<file path="src/cpp_pkg.sv">
// shared constants and types for the configuration packet parser
package cpp_pkg;

	localparam int WORD_BITS     = 16;
	localparam int OUT_CNT_BITS  = 28;
	localparam int CNT_EXT_BITS  = 32;
	localparam int COUNT_BITS_DEF = 28;

	localparam int KIND_BITS = 3;
	localparam int OP_BITS   = 2;
	localparam int REG_BITS  = 6;
	localparam int ROLE_BITS = 3;

	// header type codes
	localparam logic [KIND_BITS-1:0] KIND_T1 = 3'd1;
	localparam logic [KIND_BITS-1:0] KIND_T2 = 3'd2;

	typedef enum logic [ROLE_BITS-1:0] {
		ROLE_T1      = 3'd0,
		ROLE_T2      = 3'd1,
		ROLE_OTHER   = 3'd2,
		ROLE_CNT_HI  = 3'd3,
		ROLE_CNT_LO  = 3'd4,
		ROLE_PAYLOAD = 3'd5,
		ROLE_CRC_HI  = 3'd6,
		ROLE_CRC_LO  = 3'd7
	} role_t;

	// item held in the input register
	typedef struct packed {
		logic                 valid;
		logic [WORD_BITS-1:0] word;
	} in_item_t;

endpackage

</file>
<file path="src/cpp_in_stage.sv">
// input register stage with stall back-pressure
module cpp_in_stage (
	input  logic                          clk,
	input  logic                          arst_n,
	input  logic                          word_valid,
	output logic                          word_stall,
	input  logic [cpp_pkg::WORD_BITS-1:0] stream_word,
	input  logic                          next_ready,
	output cpp_pkg::in_item_t             item_s1
);

	logic                          valid_s1;
	logic [cpp_pkg::WORD_BITS-1:0] word_s1;

	assign word_stall = valid_s1 && !next_ready;

	always_ff @(posedge clk or negedge arst_n) begin
		if (!arst_n) begin
			valid_s1 <= 1'b0;
		end else if (!word_stall) begin
			valid_s1 <= word_valid;
		end
	end

	always_ff @(posedge clk) begin
		if (!word_stall && word_valid) begin
			word_s1 <= stream_word;
		end
	end

	assign item_s1.valid = valid_s1;
	assign item_s1.word  = word_s1;

endmodule

</file>
<file path="src/cpp_parser.sv">
// packet phase tracking and result register
module cpp_parser #(
	parameter int COUNT_BITS = cpp_pkg::COUNT_BITS_DEF
) (
	input  logic                              clk,
	input  logic                              arst_n,
	input  cpp_pkg::in_item_t                 item_s1,
	output logic                              next_ready,
	output logic                              result_valid,
	input  logic                              result_stall,
	output logic [cpp_pkg::ROLE_BITS-1:0]     word_role,
	output logic [cpp_pkg::KIND_BITS-1:0]     packet_kind,
	output logic [cpp_pkg::OP_BITS-1:0]       packet_opcode,
	output logic [cpp_pkg::REG_BITS-1:0]      target_register,
	output logic [cpp_pkg::OUT_CNT_BITS-1:0]  payload_count,
	output logic [cpp_pkg::OUT_CNT_BITS-1:0]  payload_index,
	output logic [cpp_pkg::WORD_BITS-1:0]     word_out,
	output logic                              packet_end
);

	typedef enum logic [2:0] {
		PH_HEADER  = 3'd0,
		PH_CNT_HI  = 3'd1,
		PH_CNT_LO  = 3'd2,
		PH_PAYLOAD = 3'd3,
		PH_CRC_HI  = 3'd4,
		PH_CRC_LO  = 3'd5
	} phase_t;

	phase_t                            phase_q, phase_d;
	logic [cpp_pkg::KIND_BITS-1:0]     kind_q, kind_d;
	logic [cpp_pkg::OP_BITS-1:0]       op_q, op_d;
	logic [cpp_pkg::REG_BITS-1:0]      reg_q, reg_d;
	logic [COUNT_BITS-1:0]             total_q, total_d;
	logic [COUNT_BITS-1:0]             seen_q, seen_d;
	logic [cpp_pkg::WORD_BITS-1:0]     cnt_hi_q, cnt_hi_d;

	cpp_pkg::role_t                    role;
	logic [COUNT_BITS-1:0]             cnt_out;
	logic [COUNT_BITS-1:0]             idx_out;
	logic                              end_mark;
	logic [cpp_pkg::CNT_EXT_BITS-1:0]  cnt_full;
	logic [cpp_pkg::CNT_EXT_BITS-1:0]  cnt_ext;
	logic [cpp_pkg::CNT_EXT_BITS-1:0]  idx_ext;
	logic [cpp_pkg::WORD_BITS-1:0]     w;
	logic                              advance;

	assign w          = item_s1.word;
	assign next_ready = !result_valid || !result_stall;
	assign advance    = item_s1.valid && next_ready;
	assign cnt_full   = {cnt_hi_q, w};
	assign cnt_ext    = cpp_pkg::CNT_EXT_BITS'(cnt_out);
	assign idx_ext    = cpp_pkg::CNT_EXT_BITS'(idx_out);

	always_comb begin
		phase_d  = phase_q;
		kind_d   = kind_q;
		op_d     = op_q;
		reg_d    = reg_q;
		total_d  = total_q;
		seen_d   = seen_q;
		cnt_hi_d = cnt_hi_q;
		role     = cpp_pkg::ROLE_OTHER;
		cnt_out  = '0;
		idx_out  = '0;
		end_mark = 1'b0;
		unique case (phase_q)
			PH_CNT_HI: begin
				role     = cpp_pkg::ROLE_CNT_HI;
				cnt_hi_d = w;
				phase_d  = PH_CNT_LO;
			end
			PH_CNT_LO: begin
				role    = cpp_pkg::ROLE_CNT_LO;
				total_d = cnt_full[COUNT_BITS-1:0];
				cnt_out = total_d;
				phase_d = (total_d == '0) ? PH_CRC_HI : PH_PAYLOAD;
			end
			PH_PAYLOAD: begin
				role    = cpp_pkg::ROLE_PAYLOAD;
				cnt_out = total_q;
				idx_out = seen_q;
				seen_d  = seen_q + COUNT_BITS'(1);
				if (seen_d == total_q) begin
					if (kind_q == cpp_pkg::KIND_T2) begin
						phase_d = PH_CRC_HI;
					end else begin
						end_mark = 1'b1;
						phase_d  = PH_HEADER;
					end
				end
			end
			PH_CRC_HI: begin
				role    = cpp_pkg::ROLE_CRC_HI;
				cnt_out = total_q;
				phase_d = PH_CRC_LO;
			end
			PH_CRC_LO: begin
				role     = cpp_pkg::ROLE_CRC_LO;
				cnt_out  = total_q;
				end_mark = 1'b1;
				phase_d  = PH_HEADER;
			end
			default: begin
				// header word: latch the packet fields
				kind_d = w[15:13];
				op_d   = w[12:11];
				reg_d  = w[10:5];
				seen_d = '0;
				if (w[15:13] == cpp_pkg::KIND_T1) begin
					role    = cpp_pkg::ROLE_T1;
					total_d = COUNT_BITS'(w[4:0]);
					cnt_out = total_d;
					if (w[4:0] == 5'd0) begin
						end_mark = 1'b1;
					end else begin
						phase_d = PH_PAYLOAD;
					end
				end else if (w[15:13] == cpp_pkg::KIND_T2) begin
					role    = cpp_pkg::ROLE_T2;
					total_d = '0;
					phase_d = PH_CNT_HI;
				end else begin
					role     = cpp_pkg::ROLE_OTHER;
					total_d  = '0;
					end_mark = 1'b1;
				end
			end
		endcase
	end

	// control state
	always_ff @(posedge clk or negedge arst_n) begin
		if (!arst_n) begin
			phase_q      <= PH_HEADER;
			kind_q       <= '0;
			op_q         <= '0;
			reg_q        <= '0;
			total_q      <= '0;
			seen_q       <= '0;
			cnt_hi_q     <= '0;
			result_valid <= 1'b0;
		end else begin
			if (next_ready) begin
				result_valid <= item_s1.valid;
			end
			if (advance) begin
				phase_q  <= phase_d;
				kind_q   <= kind_d;
				op_q     <= op_d;
				reg_q    <= reg_d;
				total_q  <= total_d;
				seen_q   <= seen_d;
				cnt_hi_q <= cnt_hi_d;
			end
		end
	end

	// result payload
	always_ff @(posedge clk) begin
		if (advance) begin
			word_role       <= role;
			packet_kind     <= kind_d;
			packet_opcode   <= op_d;
			target_register <= reg_d;
			payload_count   <= cnt_ext[cpp_pkg::OUT_CNT_BITS-1:0];
			payload_index   <= idx_ext[cpp_pkg::OUT_CNT_BITS-1:0];
			word_out        <= w;
			packet_end      <= end_mark;
		end
	end

endmodule

</file>
<file path="src/config_packet_parser_16bit_core.sv">
// top level of the configuration packet parser
//
// channel | valid        | stall        | payload
// --------+--------------+--------------+--------------------------------------------
// word    | word_valid   | word_stall   | stream_word
// result  | result_valid | result_stall | word_role, packet_kind, packet_opcode,
//         |              |              | target_register, payload_count,
//         |              |              | payload_index, word_out, packet_end
//
// one item per clock sustained while the result is not stalled; each item passes
// through the input register, then the parse logic and the result register
// the phase update is a single step: the parser takes a word every unstalled cycle
// arst_n clears the valid flags and the phase state: the parser expects a header
// a stalled result holds the result register; the input register fills behind it
// and word_stall rises only when both stages are occupied
module config_packet_parser_16bit_core #(
	parameter int COUNT_BITS = cpp_pkg::COUNT_BITS_DEF
) (
	input  logic                              clk,
	input  logic                              arst_n,
	input  logic                              word_valid,
	output logic                              word_stall,
	input  logic [cpp_pkg::WORD_BITS-1:0]     stream_word,
	output logic                              result_valid,
	input  logic                              result_stall,
	output logic [cpp_pkg::ROLE_BITS-1:0]     word_role,
	output logic [cpp_pkg::KIND_BITS-1:0]     packet_kind,
	output logic [cpp_pkg::OP_BITS-1:0]       packet_opcode,
	output logic [cpp_pkg::REG_BITS-1:0]      target_register,
	output logic [cpp_pkg::OUT_CNT_BITS-1:0]  payload_count,
	output logic [cpp_pkg::OUT_CNT_BITS-1:0]  payload_index,
	output logic [cpp_pkg::WORD_BITS-1:0]     word_out,
	output logic                              packet_end
);

	// item in the input register, and whether the parse stage can take it
	cpp_pkg::in_item_t item_s1;
	logic              next_ready;

	// input register: parts the upstream handshake from the parse logic
	cpp_in_stage u_in_stage (
		.clk         (clk),
		.arst_n      (arst_n),
		.word_valid  (word_valid),
		.word_stall  (word_stall),
		.stream_word (stream_word),
		.next_ready  (next_ready),
		.item_s1     (item_s1)
	);

	// phase tracking, field decode and the result register
	cpp_parser #(
		.COUNT_BITS (COUNT_BITS)
	) u_parser (
		.clk             (clk),
		.arst_n          (arst_n),
		.item_s1         (item_s1),
		.next_ready      (next_ready),
		.result_valid    (result_valid),
		.result_stall    (result_stall),
		.word_role       (word_role),
		.packet_kind     (packet_kind),
		.packet_opcode   (packet_opcode),
		.target_register (target_register),
		.payload_count   (payload_count),
		.payload_index   (payload_index),
		.word_out        (word_out),
		.packet_end      (packet_end)
	);

endmodule
</file>
<file path="config.mk">
export PLATFORM = sky130hd
export DESIGN_NAME = config_packet_parser_16bit_core
export DESIGN_NICKNAME = d
export VERILOG_FILES = /design/src/cpp_pkg.sv /design/src/cpp_in_stage.sv /design/src/cpp_parser.sv /design/src/config_packet_parser_16bit_core.sv
export SDC_FILE = /design/constraint.sdc
export NUM_CORES = 1
export LEC_CHECK = 0
export BUFFER_PORTS_ARGS = -buffer_cell sky130_fd_sc_hd__buf_2
export CORE_MARGIN = 2
export CORE_UTILIZATION = 40
export DETAILED_ROUTE_END_ITERATION = 6
export MAX_ROUTING_LAYER = met4
export PLACE_DENSITY = 0.7
export SYNTH_ARGS = -nofsm -noshare
export SYNTH_HDL_FRONTEND = slang
export SYNTH_HIERARCHICAL = 1
export SYNTH_SLANG_ARGS = --single-unit
</file>
<file path="constraint.sdc">
create_clock -name clk -period 9.62 [get_ports clk]
set_clock_uncertainty 0.05 [all_clocks]
set_input_delay 0.481 -clock clk [delete_from_list [all_inputs] [get_ports clk]]
set_output_delay 0.481 -clock clk [all_outputs]
set_load 0.03 [all_outputs]
</file>
# Word-level counts from Yosys, hierarchy flattened
# Cells that the tools add are included.
op_classes:
  addsub: 1
  mul: 0
  div_mod_pow: 0
  order_cmp: 0
  eq_ne: 11
  shifts: 0
  muxes: 23
  n_bitwise: 2
  reduce_logical: 20
ops:
  columns: ["op", "count"]
  rows:
  - ["one-hot mux 28 bit (2 select lines)", 2]
  - ["one-hot mux 28 bit (3 select lines)", 1]
  - ["one-hot mux 3 bit (5 select lines)", 2]
  - ["adder 28 x 1 -> 28 bit, second input constant", 1]
  - ["== test 28 bit", 1]
  - ["zero test 28 bit", 1]
  - ["2-to-1 mux 3 bit", 8]
  - ["== test 3 x 2 -> 1 bit, second input constant", 4]
  - ["OR reduction 4 bit", 2]
  - ["inequality test 7 bit, second input constant", 1]
  - ["nonzero test 7 bit", 1]
  - ["== test 3 x 1 -> 1 bit, second input constant", 2]
  - ["== test 3 bit, second input constant", 2]
  - ["2-to-1 mux 6 bit", 1]
  - ["AND reduction 2 bit", 3]
  - ["OR reduction 3 bit", 2]
  - ["zero test 5 bit", 1]
  - ["2-to-1 mux 1 bit", 5]
  - ["2-to-1 mux 5 bit", 1]
  - ["OR reduction 5 bit", 1]
  - ["zero test 1 bit", 4]
  - ["2-to-1 mux 2 bit", 2]
  - ["AND reduction 4 bit", 1]
  - ["logical AND 1 bit", 3]
  - ["other kinds (4)", 5]
totals:
  reg_bits: 187
  latch_bits: 0
  ramBits: 0
  mem_bits_ro: 0
  inputBits: 20
  word_cells: 75
  mem_count: 0

# Depth between registers and ports, before layout
# Gate-level depths: netlist of the first run.
depth:
  ltp_word: 6
  mapped_depth: 10
  depth_no_buf: 9

# Hierarchy
# The synthesis of the first run kept the hierarchy.
modules_own_cells:
  columns: ["module", "instances", "cells_each", "area_each_um2", "seq_area_each_um2"]
  rows:
  - ["cpp_parser", 1, 765, 8070.2, 4689.5]
  - ["cpp_in_stage", 1, 22, 545.5, 505.5]

# Worst setup path before layout of the first run
# OpenSTA, ideal clock, no wires.
synth_timing:
  path_type: "register -> register"
  from: "reg u_parser.result_valid"
  to: "reg u_parser.packet_end, enable pin"
  setup_ps: 485
  arrival_ps: 3398
  t_required_ps: 9085
  slack_ps: 5687
  stages_incl_launch_ff: 5
  path_buffers: 1
  path_cell_list: "dfrtp_1 > nand2_1 > nand2_1 > inv_1 > buf_1"
synth_between:
  elab_chain_cells: 3
synth_rtl:
  columns: ["element", "line_no", "rtl"]
  rows:
  - ["start: declaration", "cpp_parser.sv:9", "output logic result_valid,"]
  - ["start signal: assignment", "cpp_parser.sv:145", "result_valid <= item_s1.valid;"]
  - ["zero test 1 bit", "cpp_parser.sv:49", "assign next_ready = !result_valid || !result_stall;"]
  - ["logical OR 1 bit", "cpp_parser.sv:49", null]
  - ["via next_ready", "config_packet_parser_16bit_core.sv:38", "logic next_ready;"]
  - ["logical AND 1 bit", "cpp_parser.sv:50", "assign advance = item_s1.valid && next_ready;"]
  - ["via u_parser.advance", "cpp_parser.sv:46", "logic advance;"]
  - ["end signal: assignment", "cpp_parser.sv:169", "packet_end <= end_mark;"]
  - ["end: declaration", "cpp_parser.sv:18", "output logic packet_end"]
# The timed path passes the listed nets, and every way through them passes these cells.
# A chain may end at the register's enable or synchronous reset.

# Worst setup path in the final report of the first run
layout_timing:
  from: "reg u_parser.seen_q[0]"
  to: "reg u_parser.phase_q[1]"
layout_between:
  elab_chain_cells: 4
layout_rtl:
  columns: ["element", "line_no", "rtl"]
  rows:
  - ["start: declaration", "cpp_parser.sv:35", "logic [COUNT_BITS-1:0] seen_q, seen_d;"]
  - ["start signal: assignment", "cpp_parser.sv:153", "seen_q <= seen_d;"]
  - ["adder 28 x 1 -> 28 bit", "cpp_parser.sv:83", "seen_d = seen_q + COUNT_BITS'(1);"]
  - ["== test 28 bit", "cpp_parser.sv:84", "if (seen_d == total_q) begin"]
  - ["inequality test 2 x 1 -> 1 bit (no line)", null, null]
  - ["AND reduction 4 bit (no line)", null, null]
  - ["end signal: assignment", "cpp_parser.sv:148", "phase_q <= phase_d;"]
  - ["end: declaration", "cpp_parser.sv:30", "phase_t phase_q, phase_d;"]
# Every way passes these cells.

==> impl_results.md, run 1 <==
* Hold Path End: u_in_stage/word_s1[3]$_DFFE_PP_
* EDFF count, synth at 103
* WL met2 at 9610 µm
* DRT Wirelength at 20900 µm
* Setup-failing EPs final at 0
* Pwr/cell area at 288 mW/mm²
* Via count at 6322
* Initial antenna violation count at 0
* Seq/Total Area, Yosys at 0.603
* FF-to-FF Start: u_parser/seen_q[0]$_DFFE_PN0P_
* Die area at 0.0227 mm²
* CTS tree: built
* Die width at 151 µm
* R2R depth at 9
* Final cell count without fillers at 1157
* Tightest Pin Transition at 1.19 ns
* Clock Path Buffers at 2
* VDD IR-drop max at 205 µV
* PortBufs at 108
* Final setup TNS at 0 ns
* Critical path arrival at 3.82 ns
* Max Clock Freq at 0.278 GHz
* CTS Sinks at 187
* Most frequent cells in the layout: 161 x nand2_1, 107 x buf_2, 103 x edfxtp_1, 84 x dfrtp_1, 58 x o21ai_0
* Vias in the first global route at 5795
* Share of layout cells above drive strength 1 at 0.213
* Worst-Skew Late Latency at 0.44 ns
* Site Rows at 53
* Max-slew violations at 0
* Synthesis Warnings at 6
* Largest net degree at the start of global routing at 102
* WS Path Type: register to register
* Worst setup EP type: register
* Status: finished, final reports clean
* Initial DRC count at 609
* Max-cap violation count at 0
* Ant. Diodes at 0
* Post-route ant nets at 0
* CP max FO at 10
* Average vias per placed instance at 5.46
* Hold Vio Cnt, Final at 0
* Post-CTS sizing at 0
* Placed cells at 1124
* CP Launch Type: register
* Area Growth Syn to Fin at 15.6%
* Hold Path Stages at 1
* First-pass GRT wire length at 32500 µm
* CTS Hold Bufs at 1
* Period minus WS final at 3.60 ns
* Static Leak at 4.24 nW
* Mapped Avg Cell Area at 10.9 µm²
* Async set-reset flop share out of synthesis at 0.449
* CORE AREA at 0.0211 mm²
* Headroom to the max-slew limit at 0.207
* DRC at 0
* R2R Path End: u_parser/phase_q[1]$_DFFE_PN0P_
* Detail Placement HPWL at 14200 µm
* Final nets at 892
* Cts bufs inserted at 17
* Most common flop cell mapped by yosys: edfxtp_1
* DRT Pass-1 Iters at 5
* I/O Pins at 109
* Root Driver: clkbuf_16
* Routability-driven placement congestion ratio at 0.938
* Synth Instances at 787
* Mapped cell area at 0.00862 mm²
* GRT overflow at 0
* Hold Crit Start: stream_word[3]
* Starting density of the core at 0.409
* Postcts setup bufs at 0
* Critical path startpoint: u_parser/seen_q[0]$_DFFE_PN0P_
* Worst EP required at 9.85 ns
* Yosys reg bits at 187
* WL met1 at 9440 µm
* Hold WC Path Type: input pin to register
* Top Metal Used: met4
* Clock-pin slew on the worst setup and hold paths at 0.08 ns
* Total GRT Usage at 0.195
* RSZ-0062 raised after global routing: false
* R2R setup slack at 6.02 ns
* Most common cell after layout, fill and taps aside: nand2_1
* Fin crit share at 0.374
* Die H at 151 µm
* DR WL met3 at 1310 µm
* Fillers at 1931
* WL/cell at 18.0 µm
* H-Tree Depth at 4
* Post-Syn Nets at 810
* Netlist cell types at 66
-- power breakdown --
| group | switching [mW] | internal, mW |
|---|---|---|
| clock | 0.345 | 0.376 |
| combinational | 0.615 | 0.323 |
| sequential | 0.160 | 1.05 |
| total | 1.12 | 1.75 |
-- synthesized netlist by cell type, drive strengths merged (5+ instances only) --
cell type,instances,share of area
nor3,9,0.0058
and3,37,0.027
buf,15,0.010
nand2,161,0.070
nor4,12,0.011
a22o,11,0.011
nor2b,6,0.0044
inv,10,0.0044
dfrtp,84,0.24
nand2b,5,0.0045
nor2,45,0.020
a21oi,10,0.0058
mux2,24,0.031
nand4,15,0.013
o31ai,16,0.014
clkbuf,38,0.017
and2,5,0.0041
nand3,21,0.014
o21ai,71,0.041
xor2,14,0.014
a31oi,7,0.0051
xnor2,25,0.025
edfxtp,103,0.36
-- per-layer routing --
layer  vias to the layer above  GRT usage
met5                         -          -
met4                         0     0.0701
met3                        32     0.0415
met2                       248      0.285
met1                      3043      0.270
li1                       2999          -
-- registers in the layout, indices dropped and copies added, names as in the netlist, 3 cells and up --
signal / count
u_parser/payload_index: 28
u_parser/payload_count: 28
u_in_stage/word_s1: 16
u_parser/word_role: 3
u_parser/seen_q: 28
u_parser/target_register: 6
u_parser/phase_q: 3
u_parser/word_out: 16
u_parser/cnt_hi_q: 12
u_parser/reg_q: 6
u_parser/total_q: 28
u_parser/kind_q: 3
u_parser/packet_kind: 3
-- stage by stage --
stage          total power [mW]   util  area, µm²  worst slack [ns]  hold WS, ns
2_1_floorplan              1.87      -       8620              5.69        0.135
4_1_cts                    2.88  0.472       9960              6.10        0.137
3_3_place_gp               2.13  0.442       9330              6.16        0.300
6_report                   2.87  0.472       9960              6.02        0.154
5_1_grt                    3.02  0.472       9960              5.76        0.137
3_5_place_dp               2.15  0.442       9330              6.17        0.307
-- final cells by class --
class / count / area [µm²] / area share
inverter: 10 / 40.0 / 0.00402
multi-input combinational: 537 / 3160 / 0.317
sequential: 187 / 5190 / 0.522
clock buffer: 17 / 425 / 0.0427
clock inverter: 15 / 190 / 0.0191
tap: 275 / 344 / 0.0346
timing repair buffer: 116 / 606 / 0.0608
-- worst max-delay path, cell delays in order (launching register included) --
cell      delay, ns
dfrtp_1        0.53
ha_1           0.41
nand3_1        0.32
nor4_1         0.81
nand2_1        0.26
nor2_1         0.25
o311a_1        0.18
nand4b_1       0.21
nor4_1         0.33
a211oi_1       0.07
-- worst max path at each step --
stage               slack, ns                               to  cells past startpoint
floorplan                5.69    u_parser/packet_end$_DFFE_PP_                      4
global placement         6.16  u_parser/seen_q[19]$_DFFE_PN0P_                      7
CTS                      6.10  u_parser/seen_q[19]$_DFFE_PN0P_                      7
finish                   6.02  u_parser/phase_q[1]$_DFFE_PN0P_                      9
detailed placement       6.17  u_parser/seen_q[19]$_DFFE_PN0P_                      7
global route             5.76  u_parser/seen_q[19]$_DFFE_PN0P_                      7
-- kinds of logic (layout without fill, tap and decap cells) --
kind of cell,Yosys count,after routing,synth area share
AND/OR/NAND/NOR,330,330,0.187
flip-flops,187,187,0.603
AO/OA/AOI/OAI,140,140,0.102
buffers and inverters,63,158,0.0314
XOR/XNOR,39,39,0.0396
multiplexers,24,24,0.0314
adder cells (fa/ha/maj),4,4,0.00552
(Power assumes the default switching activity.)
==> run 2: changes to the inputs <==
PLACE_DENSITY = 0.72   (was 0.7)
clock period = 3.2 ns   (was 9.62 ns; I/O delays follow)
==> impl_results.md, run 2 (synthesis gave the netlist of run 1 again) <==
* Status: finished, final reports clean
* Fillers at 1930
* Via count at 6600
* Clock-pin slew on the worst setup and hold paths at 0.07 ns
* Headroom to the max-slew limit at 0.386
* Power Total at 8.76 mW
* WS Path Type: register to register
* Detail Placement HPWL at 15200 µm
* Largest net degree at the start of global routing at 69
* Multi-input logic area at 0.00317 mm²
* CTS tree: built
* Critical path arrival at 3.24 ns
* Fin crit share at 0.928
* CP Launch Type: register
* Total GRT Usage at 0.209
* Final Cell Area at 0.0103 mm²
* Net Switching at 3.37 mW
* Worst-path cell chain: nand3_4 > or4_4 > nor3b_1 > o21ai_1 > a311oi_1 > nand4b_1 > nor4_1 > a211oi_1
* Area post-placement at 0.00945 mm²
* Die area at 0.0227 mm²
* GRT overflow at 0
* Average vias per placed instance at 5.54
* DRT Pass-1 Iters at 7
* First-pass GRT wire length at 34900 µm
* Pwr/cell area at 853 mW/mm²
* Setup WS pre-CTS at 0.135 ns
* Setup-failing EPs final at 0
* CP max FO at 12
* Ant. Diodes at 0
* Die width at 151 µm
* Final WS setup at 0.229 ns
* Die H at 151 µm
* Most common cell after layout, fill and taps aside: nand2_1
* Slowest-stage cell, CP: or4_4
* Period minus WS final at 2.97 ns
* Register Area at 0.00519 mm²
* Share of layout cells above drive strength 1 at 0.225
* Clock power frac at 0.248
* Post-route ant nets at 0
* Site Rows at 53
* Worst setup EP type: register
* Crit-path max cell delay at 0.64 ns
* Max-cap violation count at 0
* PortBufs at 108
* Final setup TNS at 0 ns
* DRT Wirelength at 22100 µm
* Cts bufs inserted at 17
* Max-slew violations at 0
* Final nets at 926
* Worst-Skew Late Latency at 0.44 ns
* CTS Sinks at 187
* Initial antenna violation count at 0
* DRC at 0
* Delay-heaviest family, CP: simple AND/OR/NAND/NOR gates
* I/O Pins at 109
* Reg power frac at 0.414
* Static Leak at 4.41 nW
* Most frequent cells in the layout: 161 x nand2_1, 107 x buf_2, 103 x edfxtp_1, 84 x dfrtp_1, 58 x o21ai_0
* Initial DRC count at 601
* Starting density of the core at 0.409
* Hold WC Path Type: input pin to asynchronous set/reset pin
* VDD IR-drop max at 525 µV
* Int Power at 5.39 mW
* Switching Share at 0.384
* Postcts setup bufs at 0
* Vias in the first global route at 6190
* Worst EP required at 3.46 ns
* Area Growth Syn to Fin at 19.1%
* CORE AREA at 0.0211 mm²
* WL/cell at 18.5 µm
* Clock Path Buffers at 2
* Comb power frac at 0.338
* RSZ-0062 raised after global routing: false
* Routability-driven placement congestion ratio at 0.912
* Max Clock Freq at 0.337 GHz
* Tightest Pin Transition at 0.921 ns
* Worst path bufs/invs at 0
* H-Tree Depth at 4
* Hold Vio Cnt, Final at 0
* Util after Layout at 0.487
* Root Driver: clkbuf_16
## run 2: power groups by stage
stage / clock network, mW / registers (mW) / logic (mW)
after CTS: 2.21 / 3.62 / 2.95
final: 2.17 / 3.63 / 2.96
after floorplan: 0 / 3.85 / 1.77
after detailed placement: 0 / 3.66 / 2.91
after global routing: 2.31 / 3.69 / 3.25
after global placement: 0 / 3.66 / 2.88
## run 2: what timing repair did
action / CTS / global route
setup endpoints to repair: 0 / 4
endpoints found under the hold margin: 84 / 0
hold buffers: 19 / 0
resized for setup: 0 / 3
## run 2: per-stage QoR
stage | cells | hold WS (ns)
final | 1191 | 0.308
after global routing | 1191 | 0.356
after CTS | 1191 | 0.356
after detailed placement | 1140 | 0.288
after global placement | 1140 | 0.286
after floorplan | 787 | -0.186
## run 2: path summary, 6_finish.rpt
check / from / to / slack, ns / cells past startpoint
max: u_parser/seen_q[2]$_DFFE_PN0P_ / u_parser/phase_q[1]$_DFFE_PN0P_ / 0.23 / 8
min: arst_n / u_parser/reg_q[3]$_DFFE_PN0P_ / 0.31 / 2
max reg2reg: u_parser/seen_q[2]$_DFFE_PN0P_ / u_parser/phase_q[1]$_DFFE_PN0P_ / 0.23 / 8
min reg2reg: u_parser/reg_q[4]$_DFFE_PN0P_ / u_parser/reg_q[4]$_DFFE_PN0P_ / 0.43 / 2
max in group asynchronous: arst_n / u_parser/cnt_hi_q[7]$_DFFE_PN0P_ / 2.02 / 3
min in group clk: stream_word[0] / u_in_stage/word_s1[0]$_DFFE_PP_ / 0.37 / 2
## run 2: layer usage
layer	GRT usage	up-vias	wire, µm
met5	-	-	0
met4	0.0547	0	377
met3	0.0455	27	1480
met2	0.320	286	10500
met1	0.286	3232	9690
li1	-	3055	-
## run 2: cell type report
cell class,count,share of cell area
clock inverter,15,0.0178
timing repair buffer,150,0.0883
tap,275,0.0335
multi-input combinational,537,0.309
clock buffer,17,0.0414
sequential,187,0.506
inverter,10,0.00390
## run 2: worst register-to-register path: cells and delay by family (launching register included)
kind	cells	cell delay [ns]
compound gates	3	0.55
flops	1	0.60
simple gates	5	1.65
==> run 3: changes to the inputs <==
CAP_MARGIN = 20   (was default)
CORE_UTILIZATION = 49   (was 40)
PLACE_DENSITY = 0.83   (was 0.72)
==> impl_results.md, run 3 (synthesis gave the netlist of run 1 again) <==
* CORE AREA at 0.0172 mm²
* WL/cell at 18.8 µm
* Most common cell after layout, fill and taps aside: nand2_1
* Fin crit share at 0.942
* VDD IR-drop max at 540 µV
* CTS Sinks at 187
* Clock Path Buffers at 2
* Post-route ant nets at 0
* Critical path arrival at 3.28 ns
* Fillers at 1407
* Hold WC Path Type: input pin to asynchronous set/reset pin
* Static Leak at 4.41 nW
* Initial DRC count at 741
* Clock power frac at 0.238
* Routability-driven placement congestion ratio at 0.923
* Tightest Pin Transition at 0.517 ns
* Period minus WS final at 3.01 ns
* Clock-pin slew on the worst setup and hold paths at 0.07 ns
* WS Path Type: register to register
* Worst EP required at 3.47 ns
* Most frequent cells in the layout: 161 x nand2_1, 107 x buf_2, 103 x edfxtp_1, 84 x dfrtp_1, 58 x o21ai_0
* Die H at 137 µm
* Power Total at 8.62 mW
* Worst setup EP type: register
* GRT overflow at 0
* CP Launch Type: register
* Hold Vio Cnt, Final at 0
* First-pass GRT wire length at 33700 µm
* Die width at 137 µm
* Worst Hold Slack at 0.145 ns
* Max Clock Freq at 0.332 GHz
* RSZ-0062 raised after global routing: false
* Area Growth Syn to Fin at 18.3%
* Largest net degree at the start of global routing at 98
* Die area at 0.0187 mm²
* H-Tree Depth at 4
* DRC at 0
* Pwr/cell area at 846 mW/mm²
* Setup-failing EPs final at 0
* Comb power frac at 0.342
* PortBufs at 108
* CP max FO at 9
* Final setup TNS at 0 ns
* Starting density of the core at 0.500
* Int Power at 5.24 mW
* Max-cap violation count at 0
* Headroom to the max-slew limit at 0.652
* Switching Share at 0.392
* Initial antenna violation count at 0
* Register Area at 0.00519 mm²
* I/O Pins at 109
* DRT Wirelength at 21400 µm
* Via count at 6613
* Final nets at 927
* Root Driver: clkbuf_16
* Status: finished, final reports clean
* Reg power frac at 0.420
* Max-slew violations at 0
* Net Switching at 3.38 mW
* Detail Placement HPWL at 14400 µm
* Site Rows at 48
* Total GRT Usage at 0.247
* Share of layout cells above drive strength 1 at 0.226
* CTS tree: built
* Ant. Diodes at 0
* Average vias per placed instance at 5.79
* Worst-Skew Late Latency at 0.44 ns
* Vias in the first global route at 6071
* Cts bufs inserted at 17
* DRT Pass-1 Iters at 5
* Multi-input logic area at 0.00317 mm²
* Postcts setup bufs at 0
==> run 3: worst max-delay path, cell delays in order, from the launching register on <==
cell,delay [ns]
dfrtp_1,0.53
ha_1,0.29
nand3_1,0.29
nor4_4,0.38
xor2_1,0.17
o311ai_0,0.15
a311oi_1,0.37
nand4b_1,0.27
nor4_1,0.32
a211oi_1,0.07
==> run 3: metrics by stage <==
stage               cells  utilization  area (µm²)  setup WS (ns)
floorplan             787            -        8620          0.536
finish               1142        0.591       10200          0.186
global route         1142        0.591       10200         0.0167
global placement     1091        0.546        9410          0.343
detailed placement   1091        0.546        9410          0.258
CTS                  1142        0.590       10200          0.232
==> run 3: timing repair <==
action                                  CTS  global route
gates resized for setup                   0             2
endpoints found under the setup margin    0             1
hold buffers                             19             0
hold endpoints to repair                 48             0
==> run 3: final cells by class <==
class,instances,share of cell area
multi-input combinational,537,0.311
clock buffer,17,0.0417
clock inverter,15,0.0149
timing repair buffer,151,0.0909
inverter,10,0.00393
tap,225,0.0276
sequential,187,0.510
==> run 3: path summary, 6_finish.rpt <==
path,start,endpoint,slack (ns),cells after the start
setup reg to reg,u_parser/seen_q[0]$_DFFE_PN0P_,u_parser/phase_q[1]$_DFFE_PN0P_,0.19,9
min in group clk,stream_word[1],u_in_stage/word_s1[1]$_DFFE_PP_,0.37,2
setup / recovery,u_parser/seen_q[0]$_DFFE_PN0P_,u_parser/phase_q[1]$_DFFE_PN0P_,0.19,9
max in group asynchronous,arst_n,u_parser/seen_q[18]$_DFFE_PN0P_,2.21,3
hold / removal,arst_n,u_parser/reg_q[3]$_DFFE_PN0P_,0.14,2
hold reg to reg,u_parser/op_q[1]$_DFFE_PN0P_,u_parser/op_q[1]$_DFFE_PN0P_,0.43,2
==> run 3: metal layers <==
| layer | vias to the layer above | track usage | routed length, µm |
|---|---|---|---|
| met1 | 3197 | 0.330 | 8960 |
| met5 | - | - | 0 |
| met3 | 43 | 0.0515 | 1490 |
| met4 | 0 | 0.0799 | 520 |
| li1 | 3056 | - | - |
| met2 | 317 | 0.380 | 10400 |
==> run 3: power groups by stage <==
stage          clock network, mW  logic (mW)  registers [mW]
2_1_floorplan                  0        1.77            3.85
3_3_place_gp                   0        2.83            3.64
3_5_place_dp                   0        2.88            3.65
4_1_cts                     2.08        2.92            3.61
5_1_grt                     2.19        3.21            3.68
6_report                    2.05        2.95            3.62
